===== config.mk =====
export PLATFORM = sky130hd
export DESIGN_NAME = bitmap_block_allocator_top
export DESIGN_NICKNAME = d
export VERILOG_FILES = /design/src/hw/rtl/bba_pkg.sv /design/src/hw/rtl/bitmap_block_allocator_top.sv /design/src/hw/rtl/bba_ffs.sv
export SDC_FILE = /design/constraint.sdc
export NUM_CORES = 2
export LEC_CHECK = 0
export ABC_AREA = 0
export BUFFER_PORTS_ARGS = -buffer_cell sky130_fd_sc_hd__buf_2
export CORE_UTILIZATION = 45
export CTS_CLUSTER_SIZE = 24
export DETAILED_ROUTE_END_ITERATION = 6
export PLACE_DENSITY = 0.58
export RECOVER_POWER = 25
export SETUP_SLACK_MARGIN = 0.5
export SYNTH_ARGS = -nofsm -noshare
export SYNTH_HDL_FRONTEND = slang
export SYNTH_SLANG_ARGS = --single-unit

===== constraint.sdc =====
create_clock -name i_clk -period 8.2 [get_ports i_clk]
set_input_delay 0.82 -clock i_clk [delete_from_list [all_inputs] [get_ports i_clk]]
set_output_delay 0.82 -clock i_clk [all_outputs]
set_load 0.005 [all_outputs]

===== src/hw/rtl/bba_pkg.sv =====
package bba_pkg;

    localparam int MAX_BLOCKS = 1024;
    localparam int WORD_W     = 32;
    localparam int NUM_WORDS  = MAX_BLOCKS / WORD_W;
    localparam int BIT_W      = $clog2(WORD_W);
    localparam int WIDX_W     = $clog2(NUM_WORDS);
    localparam int BLK_W      = 10;
    localparam int CNT_W      = 11;
    localparam int OP_W       = 3;
    localparam int ST_W       = 2;
    localparam int CFG_IDX_W  = 1;

    localparam int RESET_BLOCKS   = 1024;
    localparam int RESET_RESERVED = 10;
    localparam int RESET_MANAGED  = (RESET_BLOCKS < MAX_BLOCKS) ? RESET_BLOCKS : MAX_BLOCKS;
    localparam int RESET_LIM_I    =
        (RESET_RESERVED < RESET_MANAGED) ? RESET_RESERVED : RESET_MANAGED;
    localparam logic [CNT_W-1:0] RESET_LIM  = CNT_W'(RESET_LIM_I);
    localparam logic [CNT_W-1:0] RESET_FREE = CNT_W'(RESET_MANAGED - RESET_LIM_I);
    localparam logic [CNT_W-1:0] MAX_CNT    = CNT_W'(MAX_BLOCKS);

    typedef enum logic [OP_W-1:0] {
        OP_ALLOC  = 3'd0,
        OP_FREE   = 3'd1,
        OP_QUERY  = 3'd2,
        OP_MARK   = 3'd3,
        OP_FORMAT = 3'd4
    } t_op;

    typedef enum logic [ST_W-1:0] {
        ST_OK    = 2'd0,
        ST_RANGE = 2'd1,
        ST_FULL  = 2'd2
    } t_status;

    typedef enum logic [1:0] {
        S_IDLE,
        S_ADDR,
        S_DATA,
        S_OUT
    } t_state;

    localparam logic [CFG_IDX_W-1:0] CFG_BLOCKS   = 1'd0;
    localparam logic [CFG_IDX_W-1:0] CFG_RESERVED = 1'd1;

    typedef logic [WORD_W-1:0] t_word;

    function automatic logic [CNT_W-1:0] word_base(input logic [WIDX_W-1:0] w);
        return CNT_W'({w, {BIT_W{1'b0}}});
    endfunction

    function automatic t_word fmt_row(input logic [WIDX_W-1:0] w,
                                      input logic [CNT_W-1:0]  lim);
        logic [CNT_W-1:0] base;
        base = word_base(w);
        if (lim >= base + CNT_W'(WORD_W)) begin
            return '1;
        end else if (lim <= base) begin
            return '0;
        end else begin
            return (t_word'(1) << lim[BIT_W-1:0]) - t_word'(1);
        end
    endfunction

    function automatic logic [NUM_WORDS-1:0] fmt_full(input logic [CNT_W-1:0] lim);
        logic [NUM_WORDS-1:0] full;
        for (int w = 0; w < NUM_WORDS; w++) begin
            full[w] = (lim >= word_base(WIDX_W'(w)) + CNT_W'(WORD_W));
        end
        return full;
    endfunction

endpackage


===== src/hw/rtl/bitmap_block_allocator_top.sv =====
// First-fit bitmap block allocator.
// Input channel: i_in_valid / o_in_stall carry one request (i_op, i_block_index).
// Output channel: o_out_valid / i_out_stall carry one result per request
// (o_status, o_granted_block, o_block_was_used, o_free_count).
// An item is taken at a clock edge with valid high and stall low.
// Each accepted request passes through states S_ADDR and S_DATA and then raises
// o_out_valid in S_OUT; one item is worked on at a time, so no new request is
// taken until the result has left. The map RAM sets the steps: S_ADDR picks the
// word (for an alloc, summary lookup through the shared first-free finder) and
// issues the registered read, S_DATA updates the word, writes it back and
// registers the result.
// While the receiver stalls, the result holds and o_in_stall stays high.
// Format takes the same path: rows are marked stale and read back as
// the reserved pattern until written again.
// Configuration: i_cfg_we writes i_cfg_data into register i_cfg_index
// (0 block count, 1 reserved count); write only while no item is in flight.
// Reset (i_rst_n low, synchronous) sets block count 1024, reserved 10, and a
// map with the first ten blocks used, with no clearing pass.
module bitmap_block_allocator_top (
    input  logic                           i_clk,
    input  logic                           i_rst_n,
    input  logic                           i_in_valid,
    output logic                           o_in_stall,
    input  logic [bba_pkg::OP_W-1:0]       i_op,
    input  logic [bba_pkg::BLK_W-1:0]      i_block_index,
    output logic                           o_out_valid,
    input  logic                           i_out_stall,
    output logic [bba_pkg::ST_W-1:0]       o_status,
    output logic [bba_pkg::BLK_W-1:0]      o_granted_block,
    output logic                           o_block_was_used,
    output logic [bba_pkg::CNT_W-1:0]      o_free_count,
    input  logic                           i_cfg_we,
    input  logic [bba_pkg::CFG_IDX_W-1:0]  i_cfg_index,
    input  logic [bba_pkg::CNT_W-1:0]      i_cfg_data
);

    bba_pkg::t_state r_state, n_state;
    bba_pkg::t_op    r_op;
    logic [bba_pkg::BLK_W-1:0]     r_idx;
    logic [bba_pkg::WIDX_W-1:0]    r_word;
    logic                          r_none;
    bba_pkg::t_word                r_rd_data;
    bba_pkg::t_word                r_map [bba_pkg::NUM_WORDS];
    logic [bba_pkg::NUM_WORDS-1:0] r_row_valid;
    logic [bba_pkg::NUM_WORDS-1:0] r_full;
    logic [bba_pkg::CNT_W-1:0]     r_fmt_lim;
    logic [bba_pkg::CNT_W-1:0]     r_free_total, n_free;
    logic [bba_pkg::CNT_W-1:0]     r_blocks;
    logic [bba_pkg::CNT_W-1:0]     r_reserved;
    bba_pkg::t_status              r_status, n_status;
    logic [bba_pkg::BLK_W-1:0]     r_granted, n_granted;
    logic                          r_was_used, n_was_used;

    bba_pkg::t_word                cur_word, new_word, ffs_vec;
    logic                          ffs_found;
    logic [bba_pkg::BIT_W-1:0]     ffs_idx;
    logic [bba_pkg::WIDX_W-1:0]    rd_addr;
    logic [bba_pkg::CNT_W-1:0]     managed, lim_new, cnt_dec, cnt_inc;
    logic [bba_pkg::BLK_W-1:0]     cand;
    logic [bba_pkg::BIT_W-1:0]     bit_sel;
    logic                          in_range, map_we, do_format, accept;

    assign accept = i_in_valid && !o_in_stall;

    assign managed = (r_blocks > bba_pkg::MAX_CNT) ? bba_pkg::MAX_CNT : r_blocks;
    assign lim_new = (r_reserved < managed) ? r_reserved : managed;
    assign cnt_dec = (r_free_total != '0) ? r_free_total - 1'b1 : r_free_total;
    assign cnt_inc = (r_free_total < bba_pkg::MAX_CNT) ? r_free_total + 1'b1 : r_free_total;

    assign cur_word = r_row_valid[r_word] ? r_rd_data
                                          : bba_pkg::fmt_row(r_word, r_fmt_lim);
    assign ffs_vec  = (r_state == bba_pkg::S_ADDR) ? ~r_full : ~cur_word;

    bba_ffs u_ffs (
        .i_vec   (ffs_vec),
        .o_found (ffs_found),
        .o_idx   (ffs_idx)
    );

    assign rd_addr  = (r_op == bba_pkg::OP_ALLOC) ? ffs_idx
                                                  : r_idx[bba_pkg::BLK_W-1:bba_pkg::BIT_W];
    assign cand     = {r_word, ffs_idx};
    assign bit_sel  = r_idx[bba_pkg::BIT_W-1:0];
    assign in_range = bba_pkg::CNT_W'(r_idx) < managed;

    always_comb begin
        new_word   = cur_word;
        n_status   = bba_pkg::ST_OK;
        n_granted  = '0;
        n_was_used = 1'b0;
        n_free     = r_free_total;
        map_we     = 1'b0;
        do_format  = 1'b0;
        unique case (r_op)
            bba_pkg::OP_ALLOC: begin
                map_we = 1'b1;
                if (!r_none && ffs_found && bba_pkg::CNT_W'(cand) < managed) begin
                    new_word[ffs_idx] = 1'b1;
                    n_granted         = cand;
                    n_free            = cnt_dec;
                end else begin
                    n_status = bba_pkg::ST_FULL;
                end
            end
            bba_pkg::OP_FREE, bba_pkg::OP_QUERY, bba_pkg::OP_MARK: begin
                map_we = 1'b1;
                if (!in_range) begin
                    n_status   = bba_pkg::ST_RANGE;
                    n_was_used = 1'b1;
                end else begin
                    n_was_used = cur_word[bit_sel];
                    if (r_op == bba_pkg::OP_FREE && cur_word[bit_sel]) begin
                        new_word[bit_sel] = 1'b0;
                        n_free            = cnt_inc;
                    end else if (r_op == bba_pkg::OP_MARK && !cur_word[bit_sel]) begin
                        new_word[bit_sel] = 1'b1;
                        n_free            = cnt_dec;
                    end
                end
            end
            bba_pkg::OP_FORMAT: begin
                do_format = 1'b1;
                n_free    = managed - lim_new;
            end
            default: begin
                n_status = bba_pkg::ST_OK;
            end
        endcase
    end

    always_comb begin
        n_state = r_state;
        unique case (r_state)
            bba_pkg::S_IDLE: if (i_in_valid) n_state = bba_pkg::S_ADDR;
            bba_pkg::S_ADDR: n_state = bba_pkg::S_DATA;
            bba_pkg::S_DATA: n_state = bba_pkg::S_OUT;
            bba_pkg::S_OUT:  if (!i_out_stall) n_state = bba_pkg::S_IDLE;
            default:         n_state = bba_pkg::S_IDLE;
        endcase
    end

    always_ff @(posedge i_clk) begin
        if (!i_rst_n) begin
            r_state      <= bba_pkg::S_IDLE;
            r_row_valid  <= '0;
            r_full       <= bba_pkg::fmt_full(bba_pkg::RESET_LIM);
            r_fmt_lim    <= bba_pkg::RESET_LIM;
            r_free_total <= bba_pkg::RESET_FREE;
            r_blocks     <= bba_pkg::CNT_W'(bba_pkg::RESET_BLOCKS);
            r_reserved   <= bba_pkg::CNT_W'(bba_pkg::RESET_RESERVED);
        end else begin
            r_state <= n_state;
            if (i_cfg_we) begin
                unique case (i_cfg_index)
                    bba_pkg::CFG_BLOCKS:   r_blocks   <= i_cfg_data;
                    bba_pkg::CFG_RESERVED: r_reserved <= i_cfg_data;
                    default:               r_blocks   <= r_blocks;
                endcase
            end
            if (r_state == bba_pkg::S_DATA) begin
                r_free_total <= n_free;
                if (do_format) begin
                    r_row_valid <= '0;
                    r_full      <= bba_pkg::fmt_full(lim_new);
                    r_fmt_lim   <= lim_new;
                end else if (map_we) begin
                    r_row_valid[r_word] <= 1'b1;
                    r_full[r_word]      <= &new_word;
                end
            end
        end
    end

    always_ff @(posedge i_clk) begin
        if (accept) begin
            r_op  <= bba_pkg::t_op'(i_op);
            r_idx <= i_block_index;
        end
        if (r_state == bba_pkg::S_ADDR) begin
            r_word    <= rd_addr;
            r_none    <= !ffs_found;
            r_rd_data <= r_map[rd_addr];
        end
        if (r_state == bba_pkg::S_DATA) begin
            if (map_we) begin
                r_map[r_word] <= new_word;
            end
            r_status   <= n_status;
            r_granted  <= n_granted;
            r_was_used <= n_was_used;
        end
    end

    assign o_in_stall       = (r_state != bba_pkg::S_IDLE);
    assign o_out_valid      = (r_state == bba_pkg::S_OUT);
    assign o_status         = r_status;
    assign o_granted_block  = r_granted;
    assign o_block_was_used = r_was_used;
    assign o_free_count     = r_free_total;

    a_latency: assert property (@(posedge i_clk) disable iff (!i_rst_n)
        (i_in_valid && !o_in_stall) |-> ##3 o_out_valid)
        else $error("result not ready three cycles after acceptance");

    a_count_max: assert property (@(posedge i_clk) disable iff (!i_rst_n)
        r_free_total <= bba_pkg::MAX_CNT)
        else $error("free count above block maximum");

    a_full_grant: assert property (@(posedge i_clk) disable iff (!i_rst_n)
        (o_out_valid && o_status == bba_pkg::ST_FULL) |-> (o_granted_block == '0))
        else $error("grant reported with no free block");

    a_range_used: assert property (@(posedge i_clk) disable iff (!i_rst_n)
        (o_out_valid && o_status == bba_pkg::ST_RANGE) |-> o_block_was_used)
        else $error("out of range block not read as used");

endmodule


===== src/hw/rtl/bba_ffs.sv =====
module bba_ffs (
    input  logic [bba_pkg::WORD_W-1:0] i_vec,
    output logic                       o_found,
    output logic [bba_pkg::BIT_W-1:0]  o_idx
);

    always_comb begin
        o_idx = '0;
        for (int i = bba_pkg::WORD_W - 1; i >= 0; i--) begin
            if (i_vec[i]) begin
                o_idx = bba_pkg::BIT_W'(i);
            end
        end
    end

    assign o_found = |i_vec;

endmodule


* After elaboration in Yosys (flattened, before gate mapping)
Memory sizes are Yosys's and may differ from the RTL's. A register that Yosys moved wholly into a read port is not among the register bits.
Cells that the tools add are included.
** Operators by class
- Reductions and logical operators :: 29
- Mux-type cells :: 78
- Equal/unequal tests :: 13
- Shift-type cells :: 1
- Order comparisons :: 45
- Add/sub/neg operators :: 5
- Bitwise logic cells :: 8
** Operators by type and width (count)
- two-way mux 32 bit :: 12
- >= comparator 11 x 10 -> 1 bit (second input constant) :: 16
- two-way mux 5 bit :: 33
- NOT 32 bit :: 3
- bitwise OR 32 bit :: 3
- >= comparator 11 x 9 -> 1 bit (second input constant) :: 8
- two-way mux 11 bit :: 8
- one-hot mux 32 bit (2 select lines) :: 1
- >= comparator 11 x 8 -> 1 bit (second input constant) :: 4
- one-hot mux 11 bit (3 select lines) :: 1
- AND 32 bit :: 1
- bitwise mux 32 bit :: 1
- AND reduction 32 bit :: 1
- OR reduction 32 bit :: 1
- left shift 1 x 5 -> 32 bit (first input constant) :: 1
- subtractor 32 x 1 -> 32 bit (second input constant) :: 1
- >= comparator 11 x 7 -> 1 bit (second input constant) :: 2
- less-than comparator 10 x 11 -> 1 bit :: 2
- less-than comparator 5 x 6 -> 1 bit (second input constant) :: 3
- demux 1 bit (select 5 bit) :: 3
- >= comparator 5 x 1 -> 1 bit (second input constant) :: 3
- two-way mux 1 bit :: 12
- AND reduction 2 bit :: 6
- adder 10 x 6 -> 11 bit (second input constant) :: 1
- other kinds (33) :: 52
** Word-level totals
- RAM bits :: 1024
- Input bits :: 30
- Flip-flop bits (word level) :: 142
- Logic and storage cells :: 194
- Memories kept :: 1
- Output and inout bits :: 26
** Memory list
- r_map :: words 32, width 32, read ports 1, clocked after Yosys merged registers in 1, wr ports 1, RTL line bitmap_block_allocator_top.sv:43 : bba_pkg::t_word r_map [bba_pkg::NUM_WORDS];

* Logic depth before layout (Yosys ltp)
- Depth after elaboration :: 50
- Gate-level depth with buffers :: 34

* Cells and area by module
Synthesis repeated with hierarchy kept, for this count alone.
** Second synthesis, totals
- Cell total of the unflattened synthesis :: 4796
- Area, all modules :: 53742.8 um2
** Modules (own cells, without submodules)
- bitmap_block_allocator_top :: area each 53357.4 um2, times used 1, cells an instance 4731, sequential area each 34873.4 um2
- bba_ffs :: area each 385.4 um2, times used 1, cells an instance 65, sequential area each 0.0 um2

* Worst setup path after synthesis
OpenSTA, ideal clock, no wires.
- Path kind :: flip-flop to flip-flop
- Start :: register r_word[0] (netlist bit)
- End :: register r_full[13] (netlist bit)
- Cell stages (with the launch flop) :: 28
- Clock period less this slack :: 7.388 ns
- Buffers on the path :: 4
- Required time :: 8.110 ns
- Slack :: 0.812 ns
- Data arrival time :: 7.298 ns
- Library setup time :: 0.090 ns
- Cells stage by stage :: edfxtp_1 -> buf_6 -> buf_6 -> inv_1 -> ha_1 -> inv_1 -> ha_1 -> nor4bb_1 -> a211o_1 -> a2111oi_1 -> and3_1 -> a2111oi_2 -> a2111oi_1 -> o2111a_1 -> or2_1 -> buf_2 -> ha_1 -> o21ai_0 -> nand2b_1 -> nand3_1 -> nor3_1 -> a21bo_2 -> clkbuf_1 -> o41ai_2 -> nand4_1 -> nor4_4 -> nand3_2 -> o32ai_2
** Between the ends
- Cells in the longest elaborated chain, start to end :: 49
** Ends and longest elaborated chain
- from (decl) :: RTL line bitmap_block_allocator_top.sv:40 : logic [bba_pkg::WIDX_W-1:0] r_word;
- from (signal assigned) :: RTL line bitmap_block_allocator_top.sv:180 : r_word <= rd_addr;
- adder 10 x 6 -> 11 bit / <= comparator 11 x 10 -> 1 bit (equally long branches) :: RTL line bba_pkg.sv:57, bba_pkg.sv:59
- >= comparator 11 bit / two-way mux 32 bit (equally long branches) :: RTL line bba_pkg.sv:57, bba_pkg.sv:59
- two-way mux 32 bit :: RTL line bba_pkg.sv:57 : if (lim >= base + CNT_W'(WORD_W)) begin
- two-way mux 32 bit (*) :: RTL line bitmap_block_allocator_top.sv:70 : assign cur_word = r_row_valid[r_word] ? r_rd_data
- NOT 32 bit (*) :: RTL line bitmap_block_allocator_top.sv:72 : assign ffs_vec = (r_state == bba_pkg::S_ADDR) ? ~r_full : ~cur_word;
- two-way mux 32 bit (*) :: RTL line bitmap_block_allocator_top.sv:72
- two-way mux 5 bit (31 in series) :: RTL line bba_ffs.sv:10 : if (i_vec[i]) begin
- two-way mux 5 bit (*) :: RTL line bba_ffs.sv:10
- named net ffs_idx (one bit) :: RTL line bitmap_block_allocator_top.sv:56 : logic [bba_pkg::BIT_W-1:0] ffs_idx;
- [... 4 more ...]
- bitwise OR 32 bit (no line)
- two-way mux 32 bit (*) :: RTL line bitmap_block_allocator_top.sv:97 : if (!r_none && ffs_found && bba_pkg::CNT_W'(cand) < managed) begin
- one-hot mux 32 bit (2 select lines) (*) :: RTL line bitmap_block_allocator_top.sv:94 : unique case (r_op)
- named net new_word[31] :: RTL line bitmap_block_allocator_top.sv:54 : bba_pkg::t_word cur_word, new_word, ffs_vec;
- AND reduction 32 bit (*) :: RTL line bitmap_block_allocator_top.sv:168 : r_full[r_word] <= &new_word;
- bitwise mux 32 bit (*) :: RTL line bitmap_block_allocator_top.sv:168
- two-way mux 32 bit (*) :: RTL line bitmap_block_allocator_top.sv:166 : end else if (map_we) begin
- two-way mux 32 bit (*) :: RTL line bitmap_block_allocator_top.sv:162 : if (do_format) begin
- to (signal assigned) :: RTL line bitmap_block_allocator_top.sv:146 : r_full <= bba_pkg::fmt_full(bba_pkg::RESET_LIM);
- to (signal assigned) :: RTL line bitmap_block_allocator_top.sv:164 : r_full <= bba_pkg::fmt_full(lim_new);
- to (signal, indexed assignment) :: RTL line bitmap_block_allocator_top.sv:168
- to (decl) :: RTL line bitmap_block_allocator_top.sv:45 : logic [bba_pkg::NUM_WORDS-1:0] r_full;
Mark *: on every way through the listed nets, which the timed path passes. The rest lies on a longest branch. The select of a mux whose other input is x is not followed.
A chain may end at the register's enable or synchronous reset.

* Worst setup path in the final report
- Start :: register r_word[1] (netlist bit)
- End :: register r_full[13] (netlist bit)
** Between the ends
- Cells in the longest elaborated chain, start to end :: 49
** Ends and longest elaborated chain
- adder 10 x 6 -> 11 bit / <= comparator 11 x 10 -> 1 bit (equally long branches) :: RTL line bba_pkg.sv:57, bba_pkg.sv:59
- >= comparator 11 bit / two-way mux 32 bit (equally long branches) :: RTL line bba_pkg.sv:57, bba_pkg.sv:59
- two-way mux 32 bit :: RTL line bba_pkg.sv:57
- two-way mux 32 bit :: RTL line bitmap_block_allocator_top.sv:70
- NOT 32 bit :: RTL line bitmap_block_allocator_top.sv:72
- two-way mux 32 bit :: RTL line bitmap_block_allocator_top.sv:72
- two-way mux 5 bit (32 in series) :: RTL line bba_ffs.sv:10
- less-than comparator 5 x 6 -> 1 bit (implied by the code) / >= comparator 5 x 1 -> 1 bit (equally long branches) :: RTL line bitmap_block_allocator_top.sv:98 : new_word[ffs_idx] = 1'b1;
- [... 3 more ...]
- bitwise OR 32 bit (no line)
- two-way mux 32 bit :: RTL line bitmap_block_allocator_top.sv:97
- one-hot mux 32 bit (2 select lines) (*) :: RTL line bitmap_block_allocator_top.sv:94
- named net new_word[4] :: RTL line bitmap_block_allocator_top.sv:54
- AND reduction 32 bit (*) :: RTL line bitmap_block_allocator_top.sv:168
- bitwise mux 32 bit (*) :: RTL line bitmap_block_allocator_top.sv:168
- two-way mux 32 bit (*) :: RTL line bitmap_block_allocator_top.sv:166
- two-way mux 32 bit (*) :: RTL line bitmap_block_allocator_top.sv:162
Marks and branches as above.

==> results.ini <==
[yosys]
ys_types = 106
netlist.area_leader.share_pct = 61.4
yosys_most_used_dff = sky130_fd_sc_hd__edfxtp_1
synth.cells.most_frequent = sky130_fd_sc_hd__edfxtp_1 (1088), sky130_fd_sc_hd__nand2_1 (494), sky130_fd_sc_hd__mux4_2 (256), sky130_fd_sc_hd__nand3_1 (221)
ys_ff_latch = 1198
netlist_top_cells_area = sky130_fd_sc_hd__edfxtp_1 (61%), sky130_fd_sc_hd__mux4_2 (11%), sky130_fd_sc_hd__dfxtp_1 (4.1%)
synth.yosys.seq_area_share_pct = 65.6
synth-edff-count = 1088
postSynthNetCount = 3791
post-synth-top-count-cell = sky130_fd_sc_hd__edfxtp_1
synth.yosys.warnings = 0
syn_area_um2 = 53200
synth_top_area_cell = sky130_fd_sc_hd__edfxtp_1
syn_inst = 3699
synth-async-reset-ratio_pct = 0
syn_area_per_cell_um2 = 14.4

[global_route]
number_of_global_route_vias_before_repair = 33700
gr-total-overflow = 0
largest_net_degree_at_the_start_of_global_routing = 86
grt_first_pass_wirelength_mm = 244
grt_antenna_before_repair = 3
globalRouteTotalUtil_pct = 28.3

[hold_path]
worst_hold_path_type = input pin to flop

[setup_path]
critical_path.max_stage_delay_ns = 0.61
worst_setup_path_end_kind = flop
criticalPathCategory = flop to flop
arrival_ns = 8.12
cp.required_ns = 8.80
critical_path.max_fanout = 28
crit_buf_inv = 3
cp_top_family = compound AO/OA/AOI/OAI gates
start_kind = flop
cp_slowest_cell = sky130_fd_sc_hd__a22o_1

[clock_network]
cts_root_buf = sky130_fd_sc_hd__clkbuf_16
clock_tree.htree_level_count = 3
cts-buffers-inserted = 118
post_cts_hold_buffer_count = 0
clk_pin_slew_ns = 0.06
insertion_delay_ns = 0.73
clock-sinks = 1198
cts.path.max_buffers = 3
clock_tree_from_tritoncts = yes

[route]
post_detailed_route_via_to_cell_ratio = 6.37
drt_first_iter_violations = 4255
antenna_violating_nets_post_route = 0
totalWireLength_mm = 170
drt_drc_violations_left = 0
dr.pass1.iters = 6
route.vias.total = 34700
route.detailed.wl_per_inst_um = 31.2

[timing]
worst_slew_pin_slew_ns = 4.20
setup_total_negative_slack_ns = 0
number_of_hold_slack_violations_in_the_final_timing_report = 0
relative_slew_margins_pct = -180
timing.final.setup_violations = 0
post_route_worst_setup_slack_ns = 0.683
timing.clock.skew_ns = 0.0390
slew_viol_final = 776
period_needed_ns = 7.52
final.period_utilization_pct = 91.7
grt_setup_unrepaired = no
maximum_clock_frequency_ghz = 0.133

[placed_design]
dp_slack_ns = 0.295
placed_cells_incl_taps = 5219
routabilityCongestion = 1.10
numPortBuffers = 55
detailed_place_hpwl_mm = 102

[layout]
layout_nets = 3914
areaGrowthSynthToFinish_pct = 13.0
fraction_of_layout_instances_using_a_drive_strength_above_1_pct = 19.4
stdcell_count = 5443
layout.core_utilization_pct = 51.5
antenna_cells_inserted = 0

[floorplan]
die_area_um2 = 120000
ioPinCount = 56
die_h_um = 346
core_um2 = 117000
floorplan.die.width_um = 346
num_rows = 125
initial_cell_density_of_the_core_pct = 45.6

[power]
totalPowerFinal_mw = 20.0
leakagePower_nw = 19.8
power_per_cell_area_nw_per_um2 = 333
max-vdd-ir-drop_uv = 218

[run_status]
status = finished with violations
violated_checks = max-capacitance violations, max-slew violations

[job]
maxCapViolations = 27

==> per-layer routing <==
metal	vias to the layer above	part of all wire, %	track usage (%)
li1	14800	-	-
met1	17900	40	37.6
met2	1670	47	45.5
met3	340	8.0	5.03
met4	0	4.9	12.8
met5	-	0	0
==> sequential cells by signal, summed over array words and instances (netlist names) <==
name and flops:
r_op 3, o_status 2, r_fmt_lim 11, r_idx 10, r_blocks 11, r_word 5, r_row_valid 32, o_block_was_used 1
r_none 1, o_free_count 11, r_reserved 11, o_granted_block 10, r_state 2, r_rd_data 32, r_full 32, r_map 1024
==> stage by stage <==
step                      instance area, um2  hold slack (ns)
after floorplan                        53200            0.432
after global placement                 56400            0.445
after detailed placement               56400            0.452
after CTS                              60200            0.253
after global routing                   60100            0.279
final                                  60100            0.302
==> layout by cell type (no fill, tap or decap), drive strengths merged, types with 23 or more instances in the layout <==
master	synthesis	final
o21a	47	47
inv	55	56
o31ai	36	36
a21oi	144	144
nor3	63	63
dfxtp	110	110
edfxtp	1088	1088
nand3	222	222
ha	61	61
a31oi	41	41
clkinv	2	57
mux4	256	256
and2	23	23
clkbuf	159	174
o21ai	165	165
buf	79	204
nor2	160	160
nand4	48	48
nand2	495	495
mux2i	36	36
==> worst register-to-register path, delay by kind of cell, from the launching register on <==
family,cells,cell delay [ns]
DFF,1,0.48
and+or+nand+nor,10,1.88
AOI/OAI and AO/OA,12,3.83
buffers and inverters,3,0.97
adders and majority gates,1,0.25
==> cells by family (layout without fill, tap and decap cells) <==
logic type / after synthesis / count (layout) / share of synthesized area, %
AND/OR/NAND/NOR: 1138 / 1138 / 9.92
adder cells (fa/ha/maj): 62 / 62 / 1.47
XOR/XNOR: 27 / 27 / 0.445
flip-flops: 1198 / 1198 / 65.6
AO/OA/AOI/OAI: 683 / 683 / 8.68
buffers and inverters: 295 / 515 / 2.31
multiplexers: 296 / 296 / 11.6
==> power breakdown <==
part	internal (mW)	switching (mW)
Sequential	8.08	0.238
Combinational	2.03	4.25
Clock	3.07	2.33
==> worst paths after layout <==
check | from | end | slack, ns | cells after the start
min | i_block_index[0] | r_idx[0] | 0.30 | 1
max reg2reg | r_word[1] | r_full[13] | 0.68 | 26
max | r_word[1] | r_full[13] | 0.68 | 26
min reg2reg | r_blocks[8] | r_blocks[8] | 0.46 | 2
==> layout make-up <==
| type | count | area [um2] |
|---|---|---|
| Fill cell | 9706 | 56600 |
| Sequential cell | 1198 | 34900 |
| Multi-Input combinational cell | 2206 | 17500 |
| Clock buffer | 137 | 3100 |
| Tap cell | 1524 | 1910 |
| Timing Repair Buffer | 241 | 1810 |
| Clock inverter | 80 | 737 |
| Inverter | 57 | 224 |
==> what timing repair did <==
item	4_1_cts	5_1_grt
resized for setup	1	15
buffers inserted	3	4
pin swaps	0	3
cloned	0	0
setup endpoints to repair	32	62
Power figures use the tool's default switching activity.
